<file path="config.mk">
export PLATFORM = sky130hd
export DESIGN_NAME = nps_ctrl
export DESIGN_NICKNAME = d
export VERILOG_FILES = /design/src/nps_pkg.sv /design/src/nps_ctrl.sv
export SDC_FILE = /design/constraint.sdc
export NUM_CORES = 1
export LEC_CHECK = 0
export ABC_CLOCK_PERIOD_IN_PS = 1600
export BUFFER_PORTS_ARGS = -buffer_cell sky130_fd_sc_hd__buf_2
export CAP_MARGIN = 5
export CORE_AREA = 8 8 45 47
export DETAILED_ROUTE_END_ITERATION = 6
export DIE_AREA = 0 0 53 55
export GPL_TIMING_DRIVEN = 0
export PLACE_DENSITY = 0.49
export RECOVER_POWER = 50
export REMOVE_ABC_BUFFERS = 1
export SETUP_SLACK_MARGIN = 0.02
export SLEW_MARGIN = 20
export SYNTH_ARGS = -nofsm -noshare
export SYNTH_HDL_FRONTEND = slang
export SYNTH_SLANG_ARGS = --single-unit
</file>
<file path="constraint.sdc">
create_clock -name i_clk -period 1.6 [get_ports i_clk]
set_input_delay 0.08 -clock i_clk [delete_from_list [all_inputs] [get_ports i_clk]]
set_output_delay 0.08 -clock i_clk [all_outputs]
set_load 0.05 [all_outputs]
</file>
<file path="src/nps_pkg.sv">
// ----------------------------------------------------------------------------
// nps_pkg
// Shared types, constants and opcodes of the nearest point search unit.
// ----------------------------------------------------------------------------
package nps_pkg;

    localparam int MAX_POINTS = 1024;
    localparam int COORD_BITS = 16;

    localparam int INDEX_BITS = $clog2(MAX_POINTS);
    localparam int COUNT_BITS = $clog2(MAX_POINTS + 1);
    localparam int POINT_BITS = 3 * COORD_BITS;
    localparam int MAG_BITS   = COORD_BITS;          // |a - b| never exceeds 2^COORD_BITS - 1
    localparam int SQ_BITS    = 2 * MAG_BITS;
    localparam int SUM_BITS   = SQ_BITS + 2;
    localparam int DIST_BITS  = 36;
    localparam int DIMS_BITS  = 2;
    localparam int OP_BITS    = 2;

    // Opcodes
    localparam logic [OP_BITS-1:0] OP_CLEAR  = 2'd0;
    localparam logic [OP_BITS-1:0] OP_APPEND = 2'd1;
    localparam logic [OP_BITS-1:0] OP_QUERY  = 2'd2;

    // Configuration register indexes
    localparam logic CFG_DIMENSIONS = 1'b0;
    localparam logic CFG_CEILING    = 1'b1;

    localparam logic [DIMS_BITS-1:0] DIMS_RESET    = 2'd3;
    localparam logic [DIST_BITS-1:0] CEILING_RESET = 36'd1677721600;

    typedef struct packed {
        logic [OP_BITS-1:0]           opcode;
        logic signed [COORD_BITS-1:0] coord_x;
        logic signed [COORD_BITS-1:0] coord_y;
        logic signed [COORD_BITS-1:0] coord_z;
    } t_in_word;

    typedef struct packed {
        logic [INDEX_BITS-1:0] nearest_index;
        logic [DIST_BITS-1:0]  best_distance;
    } t_out_word;

    // Controller to datapath
    typedef struct packed {
        logic clear;
        logic append;
        logic load_query;
        logic rd_issue;
        logic load_out;
    } t_cmd;

    // Datapath to controller
    typedef struct packed {
        logic empty;
        logic last_addr;
        logic pipe_busy;
    } t_sts;

endpackage

</file>
<file path="src/nps_ctrl.sv">
// ----------------------------------------------------------------------------
// nps_ctrl
// Controller: input handshake, query sequencing and output word valid.
// ----------------------------------------------------------------------------
module nps_ctrl
    import nps_pkg::*;
(
    input  logic               i_clk,
    input  logic               i_rst_n,
    input  logic               i_valid,
    output logic               o_stall,
    input  logic [OP_BITS-1:0] i_opcode,
    output logic               o_valid,
    input  logic               i_stall,
    output t_cmd               o_cmd,
    input  t_sts               i_sts
);

    localparam logic [1:0] S_IDLE  = 2'd0;
    localparam logic [1:0] S_SCAN  = 2'd1;
    localparam logic [1:0] S_DRAIN = 2'd2;
    localparam logic [1:0] S_DONE  = 2'd3;

    logic [1:0] r_state;
    logic [1:0] n_state;
    logic       r_out_valid;
    logic       n_out_valid;
    logic       in_accept;
    logic       out_free;
    t_cmd       cmd;

    assign in_accept = i_valid && (r_state == S_IDLE);
    assign out_free  = !r_out_valid || !i_stall;

    always_comb begin
        n_state     = r_state;
        n_out_valid = r_out_valid && i_stall;
        cmd         = '0;
        unique case (r_state)
            S_IDLE: begin
                if (in_accept) begin
                    case (i_opcode)
                        OP_CLEAR:  cmd.clear  = 1'b1;
                        OP_APPEND: cmd.append = 1'b1;
                        OP_QUERY: begin
                            cmd.load_query = 1'b1;
                            n_state        = i_sts.empty ? S_DONE : S_SCAN;
                        end
                        default: ;
                    endcase
                end
            end
            S_SCAN: begin
                cmd.rd_issue = 1'b1;
                if (i_sts.last_addr) begin
                    n_state = S_DRAIN;
                end
            end
            S_DRAIN: begin
                if (!i_sts.pipe_busy) begin
                    n_state = S_DONE;
                end
            end
            S_DONE: begin
                // hold the result until the output register is free
                if (out_free) begin
                    cmd.load_out = 1'b1;
                    n_out_valid  = 1'b1;
                    n_state      = S_IDLE;
                end
            end
            default: n_state = S_IDLE;
        endcase
    end

    always_ff @(posedge i_clk) begin
        if (!i_rst_n) begin
            r_state     <= S_IDLE;
            r_out_valid <= 1'b0;
        end else begin
            r_state     <= n_state;
            r_out_valid <= n_out_valid;
        end
    end

    assign o_stall = (r_state != S_IDLE);
    assign o_valid = r_out_valid;
    assign o_cmd   = cmd;

`ifndef SYNTH
    a_no_overwrite: assert property (@(posedge i_clk) disable iff (!i_rst_n)
        cmd.load_out |-> !(r_out_valid && i_stall))
        else $error("result loaded over a stalled output word");

    a_done_pipe_idle: assert property (@(posedge i_clk) disable iff (!i_rst_n)
        (r_state == S_DONE) |-> !i_sts.pipe_busy)
        else $error("result ready while the distance pipeline still runs");

    a_load_sets_valid: assert property (@(posedge i_clk) disable iff (!i_rst_n)
        cmd.load_out |=> r_out_valid)
        else $error("output word not marked valid after load");
`endif

endmodule

</file>
# Word-level counts from Yosys, hierarchy flattened
# Index checks and enable logic that the tools add are counted.
[word_totals]
register_bits = 3
input_bits = 9
out_inout_bits = 7
[op_classes]
eq_ne = 10
muxes = 17
n_reduce_logical = 9
[ops]
columns = ["op", "n"]
rows = [
  ["2-to-1 mux 2 bit", 6],
  ["2-to-1 mux 1 bit", 8],
  ["inequality test 2 bit, second input constant", 4],
  ["one-hot mux 2 bit (4 select lines)", 1],
  ["== test 2 bit, second input constant", 3],
  ["2-to-1 mux 3 bit", 2],
  ["AND reduction 5 bit", 1],
  ["== test 2 x 1 -> 1 bit, second input constant", 2],
  ["logical NOT 2 bit", 2],
  ["logical AND 1 bit", 2],
  ["logical NOT 1 bit", 2],
  ["inequality test 2 x 1 -> 1 bit, second input constant", 1],
  ["nonzero test 2 bit", 1],
  ["logical OR 1 bit", 1],
]

# Logic depth before layout (Yosys ltp)
# Gate-level depths: netlist of the first run.
[logic_depth]
word_depth = 4
depth_mapped = 5
ltp_nobuf = 5

# Worst setup path after synthesis of the first run
# OpenSTA, ideal clock, no wires.
[synth_path]
path_kind = "reg2out"
from = "register r_state[0]"
to = "output o_cmd[3] (netlist name)"
t_arrival_ps = 1816
slack_ps = -296
path_stages_with_launch = 5
path_cell_list = "dfxtp_1 -> inv_1 -> ha_1 -> nand2_1 -> nor3b_1"
[synth_rtl]
columns = ["item", "line_no", "text"]
rows = [
  ["from (decl)", "nps_ctrl.sv:24", "logic [1:0] r_state;"],
  ["from (signal assigned)", "nps_ctrl.sv:81", "r_state <= n_state;"],
  ["to (decl)", "nps_ctrl.sv:15", "output t_cmd o_cmd,"],
]

==> results of run 1 <==
[logic make-up (layout without fill, tap and decap cells)]
group                    after synthesis  count (layout)
AO/OA/AOI/OAI                          4               4
adder cells (fa/ha/maj)                5               5
buffers and inverters                  3              22
flip-flops                             3               3
multiplexers                           3               3
AND/OR/NAND/NOR                       12              12
[power by group through the flow]
| stage | Sequential [µW] | Clock [µW] | Combinational, µW |
|---|---|---|---|
| 2_1_floorplan | 131 | 0 | 381 |
| 3_3_place_gp | 131 | 0 | 476 |
| 3_5_place_dp | 132 | 0 | 477 |
| 4_1_cts | 130 | 144 | 478 |
| 5_1_grt | 135 | 154 | 517 |
| 6_report | 130 | 134 | 471 |
[cell usage in the layout, fill, tap and decap left out, types with 2 or more instances in the layout]
master | synthesis | routed
buf_2 | 0 | 10
nand2_1 | 5 | 5
ha_1 | 5 | 5
inv_1 | 3 | 3
clkbuf_4 | 0 | 3
clkbuf_1 | 0 | 3
dfxtp_1 | 3 | 3
buf_4 | 0 | 3
mux2i_1 | 2 | 2
[cell type report]
class                           instances  area (µm²)
Fill cell                             152         993
Multi-Input combinational cell         24         193
Timing Repair Buffer                   15        80.1
Sequential cell                         3        60.1
Clock buffer                            4        26.3
Tap cell                               16        20.0
Inverter                                3        11.3
[cell usage after synthesis, types with 2 or more instances]
library cell  n  share of area
ha_1          5           0.24
nand2_1       5          0.072
dfxtp_1       3           0.23
inv_1         3          0.043
mux2i_1       2          0.077
nor3b_1       2          0.058
[routing by layer]
layer	vias to the layer above	GRT usage	share of wire
met5	-	0	0
li1	140	-	-
met4	0	0	0
met3	0	0.0508	0.21
met1	102	0.0529	0.47
met2	17	0.0527	0.32
[stage by stage]
step	hold slack [ps]	util
6_report	123	0.282
5_1_grt	144	0.282
4_1_cts	115	0.276
3_5_place_dp	364	0.257
3_3_place_gp	359	0.257
2_1_floorplan	208	-
[worst reg2reg max path, delay by kind of cell (launching register included)]
kind / cells / cell delay [ps]
buf+inv: 2 / 170
mux: 1 / 190
flops: 1 / 380
compound gates: 1 / 250
fa+ha+maj: 1 / 220
[what timing repair did]
item | in CTS | in global routing
endpoints found under the setup margin | 0 | 3
resized for setup | 0 | 7
hold endpoints to repair | 0 | 0
hold buffers | 0 | 0
[state kept, by name, summed over array words and instances (netlist names)]
| name | cells |
|---|---|
| r_state | 2 |
| o_valid | 1 |
[how the worst max path moves through the flow]
stage | startpoint | end | slack [ps] | depth (start not counted)
2_1_floorplan | r_state[0]$_SDFFE_PN0P_ | o_cmd[3] | -300 | 4
3_3_place_gp | r_state[0]$_SDFFE_PN0P_ | o_cmd[3] | 340 | 5
3_5_place_dp | r_state[0]$_SDFFE_PN0P_ | r_state[0]$_SDFFE_PN0P_ | 320 | 5
4_1_cts | r_state[0]$_SDFFE_PN0P_ | o_cmd[3] | 70 | 5
5_1_grt | r_state[0]$_SDFFE_PN0P_ | o_cmd[3] | 40 | 5
6_report | r_state[0]$_SDFFE_PN0P_ | o_cmd[2] | 150 | 5
==> metrics.txt, run 1 <==
H-tree lvl count 1; Reg power frac 0.177; Worst R2R Start r_state[0]$_SDFFE_PN0P_; min cycle time layout 1450 ps; Gate Count Post-Synth 30; max frequency 688 MHz; multiplexer share of the synthesized area 0.120; library cells used by synthesis 16; end point of the worst hold path o_valid$_SDFF_PN0_; Die W 53 µm; Routed Antenna Nets 0; placed cells 61; Setup Buffers After CTS 0; adder and majority gate portion of the synthesized area 0.240; fin nets 64; Skew-Pair Late Insertion Delay 230 ps; Worst Path Arrival 1370 ps; Placer Congestion 0.767; status completed; first-pass GRT wire length 945 µm; MaxCap Viol Count 0; sequential area share after synthesis 0.231; TritonCTS clock tree yes; Fin. Hold Viols 0; GRT Total Usage 0.0442; clock power share 0.183; via count 259; Sw Share 0.520; final cell count without fillers 65; Setup TNS 0 ps; Slowest cell on crit path dfxtp_1; period utilization 0.908; crit path capture type output pin; largest net degree at the start of global routing 6; Slew Limit Fails 0; Clock Pin Slew Worst Setup and Hold Paths 40 ps; Critical Path Start Type flip-flop; Core Box Area 1380 µm²; Root Driver clkbuf_4; R2R depth 5; CP Cell Sequence inv_1 -> ha_1 -> nand2_1 -> nor3b_1 -> buf_4; Post-DP HPWL 534 µm; Yosys reg bits 3; LEAKAGE 0.000191 µW; Max-Slew Margin vs Limit 0.599; Top FF cell, synth dfxtp_1; num ports 16; hold path depth 2; fin area 390 µm²; die area 2920 µm²; Cell Area, Synth 260 µm²; GRT overflow 0; Area growth, synth to finish 50.0%; unrepaired setup endpoints after global routing false; EDFF count, synth 0; Initial Util 0.188; worst slack, placed 320 ps; Logic pwr share 0.641; Worst Slack Setup Final 146 ps; total CTS buffers 3; Pwr per Cell Area 1890 nW/µm²; clock skew 1.67 ps; Worst Hold Class in -> reg; drt wl/cell 9.74 µm; Largest delay share family, worst path buffers and inverters; worst path required time 1520 ps; Post-DP Area 355 µm²; power consumption 736 µW; input/output buffers 15; Synth Area in XOR/XNOR 0; yosys warns 0; Initial DRC Count 6; peak supply drop 0.000456 V; WL final 633 µm; CTS max path bufs 2; share of layout cells above drive strength 1 0.367; Synth Area in Compound Gates 0.115; worst-margin pin slew 604 ps; internal power 354 µW; slowest stage delay, CP 330 ps; CP Buf/Inv Count 2; largest family of logic cells by synthesized area simple AND/OR/NAND/NOR gates; reg2reg setup slack 320 ps; simple logic cell fraction of the synthesized area 0.250; vias in the first global route 242; crit path max fanout 4; WS Path Type reg -> out; # diodes 0; initial antenna violation count 0; Via density 3.98; Synth Area per Inst 8.68 µm²; reg2reg end r_state[0]$_SDFFE_PN0P_; # rows 14; Die Y-Extent 55 µm; min-delay src i_rst_n; # setup viols final 0; switching power 382 µW; CTS Sinks 3; drt first pass iters 2; # DRC 0; FFs w/ async S/R, synth 0
Power figures use the tool's default switching activity.
==> run 2, diff against run 1 <==
PLACE_DENSITY = unset   (was 0.49)
==> run 2 against run 1 <==
Effect of this change:
- critical path type unchanged
- total power down 1.2%
- via count grew 3.5%
- clock skew down 1.5 ps
- largest power group unchanged
- flip-flop and latch count is the same
- fmax decreased by 1.4%
==> metrics.txt, run 2 (synthesis results as in run 1) <==
status completed; MaxCap Viol Count 0 (unchanged); Logic pwr share 0.643 (+0.002); GRT Total Usage 0.0497 (+0.00551); Largest delay share family, worst path buffers and inverters; Reg power frac 0.179 (+0.002); Pwr per Cell Area 1890 nW/µm² (+0.12%); Via density 4.12 (+3.5%); # setup viols final 0 (unchanged); slowest stage delay, CP 330 ps (about the same); period utilization 0.921 (+0.0127); CTS Sinks 3 (unchanged); Worst Hold Class in -> reg; power consumption 727 µW (-1.2%); peak supply drop 0.000452 V (-0.83%); Skew-Pair Late Insertion Delay 230 ps (about the same); input/output buffers 15 (unchanged); crit path max fanout 4 (unchanged); Die W 53 µm (unchanged); CP Buf/Inv Count 2 (unchanged); total CTS buffers 3 (unchanged); worst hold slack 143 ps (+19.3 ps); CP Cell Sequence inv_1 -> ha_1 -> nand2_1 -> nor3b_1 -> clkbuf_4; Filler cells 156 (+2.6%); Initial DRC Count 7 (+1); H-tree lvl count 1 (unchanged); Post-DP HPWL 558 µm (+4.4%); Placer Congestion 0.780 (+1.7%); post-layout util 0.278 (-0.00362); Die Y-Extent 55 µm (unchanged); drt first pass iters 4 (+2); Worst Path Arrival 1390 ps (+20 ps); CTS Hold Bufs 0 (unchanged); share of layout cells above drive strength 1 0.347 (-0.0204); multi-input logic area 188 µm² (-2.6%); clock skew 0.167 ps (-1.50 ps); Routed Antenna Nets 0 (unchanged); # DRC 0 (unchanged); first-pass GRT wire length 959 µm (+1.5%); Root Driver clkbuf_4; GRT overflow 0 (unchanged); Reg area 60.1 µm² (unchanged); CTS max path bufs 2 (unchanged); TritonCTS clock tree yes; via count 268 (+3.5%); min cycle time layout 1470 ps (+20.3 ps); Area growth, synth to finish 48.1%; worst-margin pin slew 597 ps (-6.90 ps); clock power share 0.179 (-0.004); max frequency 679 MHz (-1.4%); most frequent cells in the layout buf_2 (10), clkbuf_4 (6), nand2_1 (5), ha_1 (5); Sw Share 0.516 (-0.00328); Max-Slew Margin vs Limit 0.604 (+0.00458); Largest register FFs 2 (unchanged); LEAKAGE 0.000188 µW (-1.6%); unrepaired setup endpoints after global routing false; die area 2920 µm² (unchanged); Slowest cell on crit path dfxtp_1; Biggest register r_state; # rows 14 (unchanged); drt wl/cell 9.80 µm (+0.63%); Initial Util 0.188 (unchanged); # diodes 0 (unchanged); Core Box Area 1380 µm² (unchanged); Clock Pin Slew Worst Setup and Hold Paths 40 ps (about the same); Slew Limit Fails 0 (unchanged); initial antenna violation count 0 (unchanged); fin nets 64 (unchanged); WL final 637 µm (+0.63%); num ports 16 (unchanged); largest net degree at the start of global routing 6 (unchanged); internal power 352 µW (-0.49%); Critical Path Start Type flip-flop; vias in the first global route 247 (+2.1%); Setup Buffers After CTS 0 (unchanged); switching power 376 µW (-1.8%); worst path required time 1520 ps (about the same); commonest non-fill, non-tap cell in the layout buf_2; crit path capture type output pin; Fin. Hold Viols 0 (unchanged); WS Path Type reg -> out
==> run 2: cell types whose count changed in the layout (fill, tap and decap cells not counted) <==
cell	previous run	this run
buf_4	3	0
clkbuf_4	3	6
nor3b_1	1	2
nor3b_2	1	0
==> run 2: metrics by stage <==
step | setup TNS [ps] | instance area [µm²] | std cells | setup WS, ps
5_1_grt | 0 | 385 | 65 | 22.6
4_1_cts | 0 | 382 | 65 | 86.0
3_5_place_dp | 0 | 355 | 61 | 339
2_1_floorplan | -929 | 260 | 30 | -296
6_report | 0 | 385 | 65 | 126
3_3_place_gp | 0 | 355 | 61 | 366
==> run 2: power by group through the flow <==
stage               registers (µW)  clock network [µW]  logic, µW
finish                         130                 130        467
floorplan                      131                   0        381
global route                   135                 145        515
global placement               130                   0        470
CTS                            130                 138        481
detailed placement             131                   0        481
==> run 2: layout make-up <==
type,instances,share of cell area
Clock buffer,4,0.0682
Tap cell,16,0.0519
Multi-Input combinational cell,24,0.487
Sequential cell,3,0.156
Inverter,3,0.0292
Timing Repair Buffer,15,0.208
==> run 2: repair_timing <==
item / in CTS / in global routing
endpoints found under the hold margin: 0 / 0
endpoints found under the setup margin: 0 / 3
resized for setup: 0 / 3
==> run 2: worst register-to-register path: stages, from the launching register on <==
cell	delay, ps
dfxtp_1	370
inv_1	100
ha_1	220
inv_1	80
o2111a_1	260
mux2i_1	190
==> run 2: final timing paths <==
check / start / end / slack [ps] / cells past startpoint
hold reg to reg: r_state[0]$_SDFFE_PN0P_ / r_state[0]$_SDFFE_PN0P_ / 500 / 2
hold / removal: i_rst_n / r_state[1]$_SDFFE_PN0P_ / 140 / 3
setup reg to reg: r_state[0]$_SDFFE_PN0P_ / r_state[1]$_SDFFE_PN0P_ / 320 / 5
setup / recovery: r_state[0]$_SDFFE_PN0P_ / o_cmd[3] / 130 / 5
==> run 2: routing by layer <==
| metal | up-vias | global-route usage | wire [µm] |
|---|---|---|---|
| met5 | - | 0 | 0 |
| met2 | 13 | 0.0625 | 239 |
| met3 | 0 | 0.0615 | 120 |
| met4 | 0 | 0.0388 | 0 |
| li1 | 140 | - | - |
| met1 | 115 | 0.0409 | 276 |
==> run 3, diff against run 2 <==
CTS_BUF_LIST = sky130_fd_sc_hd__clkbuf_2 sky130_fd_sc_hd__clkbuf_4 sky130_fd_sc_hd__clkbuf_8   (was unset)
CTS_CLUSTER_SIZE = 25   (was unset)
==> run 3 against run 2 <==
Effect of this change:
- total power increased by 2.3%
- worst hold slack worse by 0.98 ps
- register-to-register slack is essentially flat
- global-route usage unchanged
- count of clock-buffer cells in the layout is the same
- critical path depth is the same
- cell count stayed put
- sequential power about the same
- flip-flop and latch count did not move
- largest cell class unchanged
- first-iteration DRC count decreased by 29%
- setup slack got worse by 0.98 ps
==> metrics.txt, run 3 (synthesis results as in run 1) <==
status completed; internal power 369 µW (+4.8%); total CTS buffers 3 (unchanged); largest net degree at the start of global routing 6 (unchanged); # diodes 0 (unchanged); Critical Path Start r_state[0]$_SDFFE_PN0P_; min cycle time layout 1470 ps (+0.983 ps); slowest stage delay, CP 330 ps (about the same); GRT overflow 0 (unchanged); hold path depth 3 (unchanged); Post-CTS Resized 0 (unchanged); WS Path Type reg -> out; CTS max path bufs 2 (unchanged); Largest delay share family, worst path buffers and inverters; Skew-Pair Late Insertion Delay 230 ps (about the same); GRT Total Usage 0.0497 (unchanged); Largest register FFs 2 (unchanged); Via density 4.12 (unchanged); LEAKAGE 0.000191 µW (+1.8%); Stages on worst setup path 5 (unchanged); Worst Path Arrival 1390 ps (about the same); Sw Share 0.505 (-0.0117); unrepaired setup endpoints after global routing false; MaxCap Viol Count 0 (unchanged); clock skew 0.773 ps (+0.606 ps); min-delay src i_rst_n; num ports 16 (unchanged); # rows 14 (unchanged); Area growth, synth to finish 49.5%; crit path max fanout 4 (unchanged); H-tree lvl count 1 (unchanged); worst-margin pin slew 597 ps (unchanged); period utilization 0.922 (about the same); Initial DRC Count 5 (-2); Die W 53 µm (unchanged); Slew Limit Fails 0 (unchanged); Root Driver clkbuf_4; crit path capture type output pin; drt first pass iters 4 (unchanged); peak supply drop 0.000452 V (about the same); worst path required time 1520 ps (about the same); Max-Slew Margin vs Limit 0.604 (unchanged); initial antenna violation count 0 (unchanged); switching power 376 µW (about the same); Worst R2R Start r_state[0]$_SDFFE_PN0P_; Setup Buffers After CTS 0 (unchanged); Critical Path Start Type flip-flop; first-pass GRT wire length 959 µm (unchanged); TritonCTS clock tree yes; Pwr per Cell Area 1910 nW/µm² (+1.3%); Reg power frac 0.175 (-0.004); commonest non-fill, non-tap cell in the layout buf_2; vias in the first global route 247 (unchanged); # DRC 0 (unchanged); CP Buf/Inv Count 2 (unchanged); Core Box Area 1380 µm² (unchanged); most frequent cells in the layout buf_2 (10), clkbuf_4 (7), nand2_1 (5), ha_1 (5); fin nets 64 (unchanged); R2R depth 5 (unchanged); Filler cells 156 (unchanged); Logic pwr share 0.628 (-0.015); drt wl/cell 9.82 µm (+0.16%); CTS Sinks 3 (unchanged); clock power share 0.197 (+0.018); input/output buffers 15 (unchanged); Slowest cell on crit path dfxtp_1; post-layout util 0.281 (+0.00271); Placer Congestion 0.780 (unchanged); via count 268 (unchanged); Post-DP HPWL 558 µm (unchanged); share of layout cells above drive strength 1 0.367 (+0.0204); Die Y-Extent 55 µm (unchanged); max frequency 678 MHz (about the same); # setup viols final 0 (unchanged); CP Cell Sequence inv_1 -> ha_1 -> nand2_1 -> nor3b_1 -> clkbuf_4; Worst Hold Class in -> reg; worst slack, placed 339 ps (unchanged); Biggest register r_state; Fin. Hold Viols 0 (unchanged); die area 2920 µm² (unchanged); CTS Hold Bufs 0 (unchanged); Routed Antenna Nets 0 (unchanged); Clock Pin Slew Worst Setup and Hold Paths 40 ps (about the same); Worst Slack Setup Final 125 ps (-0.983 ps); WL final 638 µm (+0.16%); Initial Util 0.188 (unchanged); reg2reg setup slack 320 ps (about the same)
## run 3: changes by cell type in the layout (fill, tap and decap cells not counted)
cell / change
clkbuf_1: -1
clkbuf_4: +1
## run 3: final timing paths
check	to
worst max-delay path	o_cmd[3]
worst min-delay path	r_state[1]$_SDFFE_PN0P_
worst max register to register	r_state[1]$_SDFFE_PN0P_
worst min register to register	r_state[0]$_SDFFE_PN0P_
## run 3: metal layers
layer	track usage	wire, µm	vias to the layer above
met5	0	0	-
li1	-	-	140
met2	0.0625	242	13
met1	0.0409	274	115
met3	0.0615	120	0
met4	0.0388	0	0
## run 3: power by group through the flow
stage | Sequential (µW) | Clock [µW] | Combinational [µW]
3_3_place_gp | 130 | 0 | 470
4_1_cts | 130 | 156 | 481
5_1_grt | 135 | 161 | 515
6_report | 130 | 147 | 467
3_5_place_dp | 131 | 0 | 481
2_1_floorplan | 131 | 0 | 381
## run 3: layout make-up
class                           count  area (µm²)  area share
Inverter                            3        11.3      0.0289
Clock buffer                        4        30.0      0.0772
Multi-Input combinational cell     24         188       0.482
Timing Repair Buffer               15        80.1       0.206
Sequential cell                     3        60.1       0.154
Tap cell                           16        20.0      0.0514
## run 3: tightest hold or removal path, delay by kind of cell
kind | cells | cell delay (ps)
AND/OR/NAND/NOR | 1 | 50
multiplexers | 1 | 60
buffers and inverters | 1 | 130
## run 3: stage by stage
stage | hold WS (ps) | setup TNS [ps] | cells | power [µW] | area [µm²]
2_1_floorplan | 208 | -929 | 30 | 512 | 260
3_3_place_gp | 358 | 0 | 61 | 600 | 355
3_5_place_dp | 381 | 0 | 61 | 612 | 355
4_1_cts | 129 | 0 | 65 | 767 | 385
5_1_grt | 145 | 0 | 65 | 810 | 389
6_report | 142 | 0 | 65 | 744 | 389
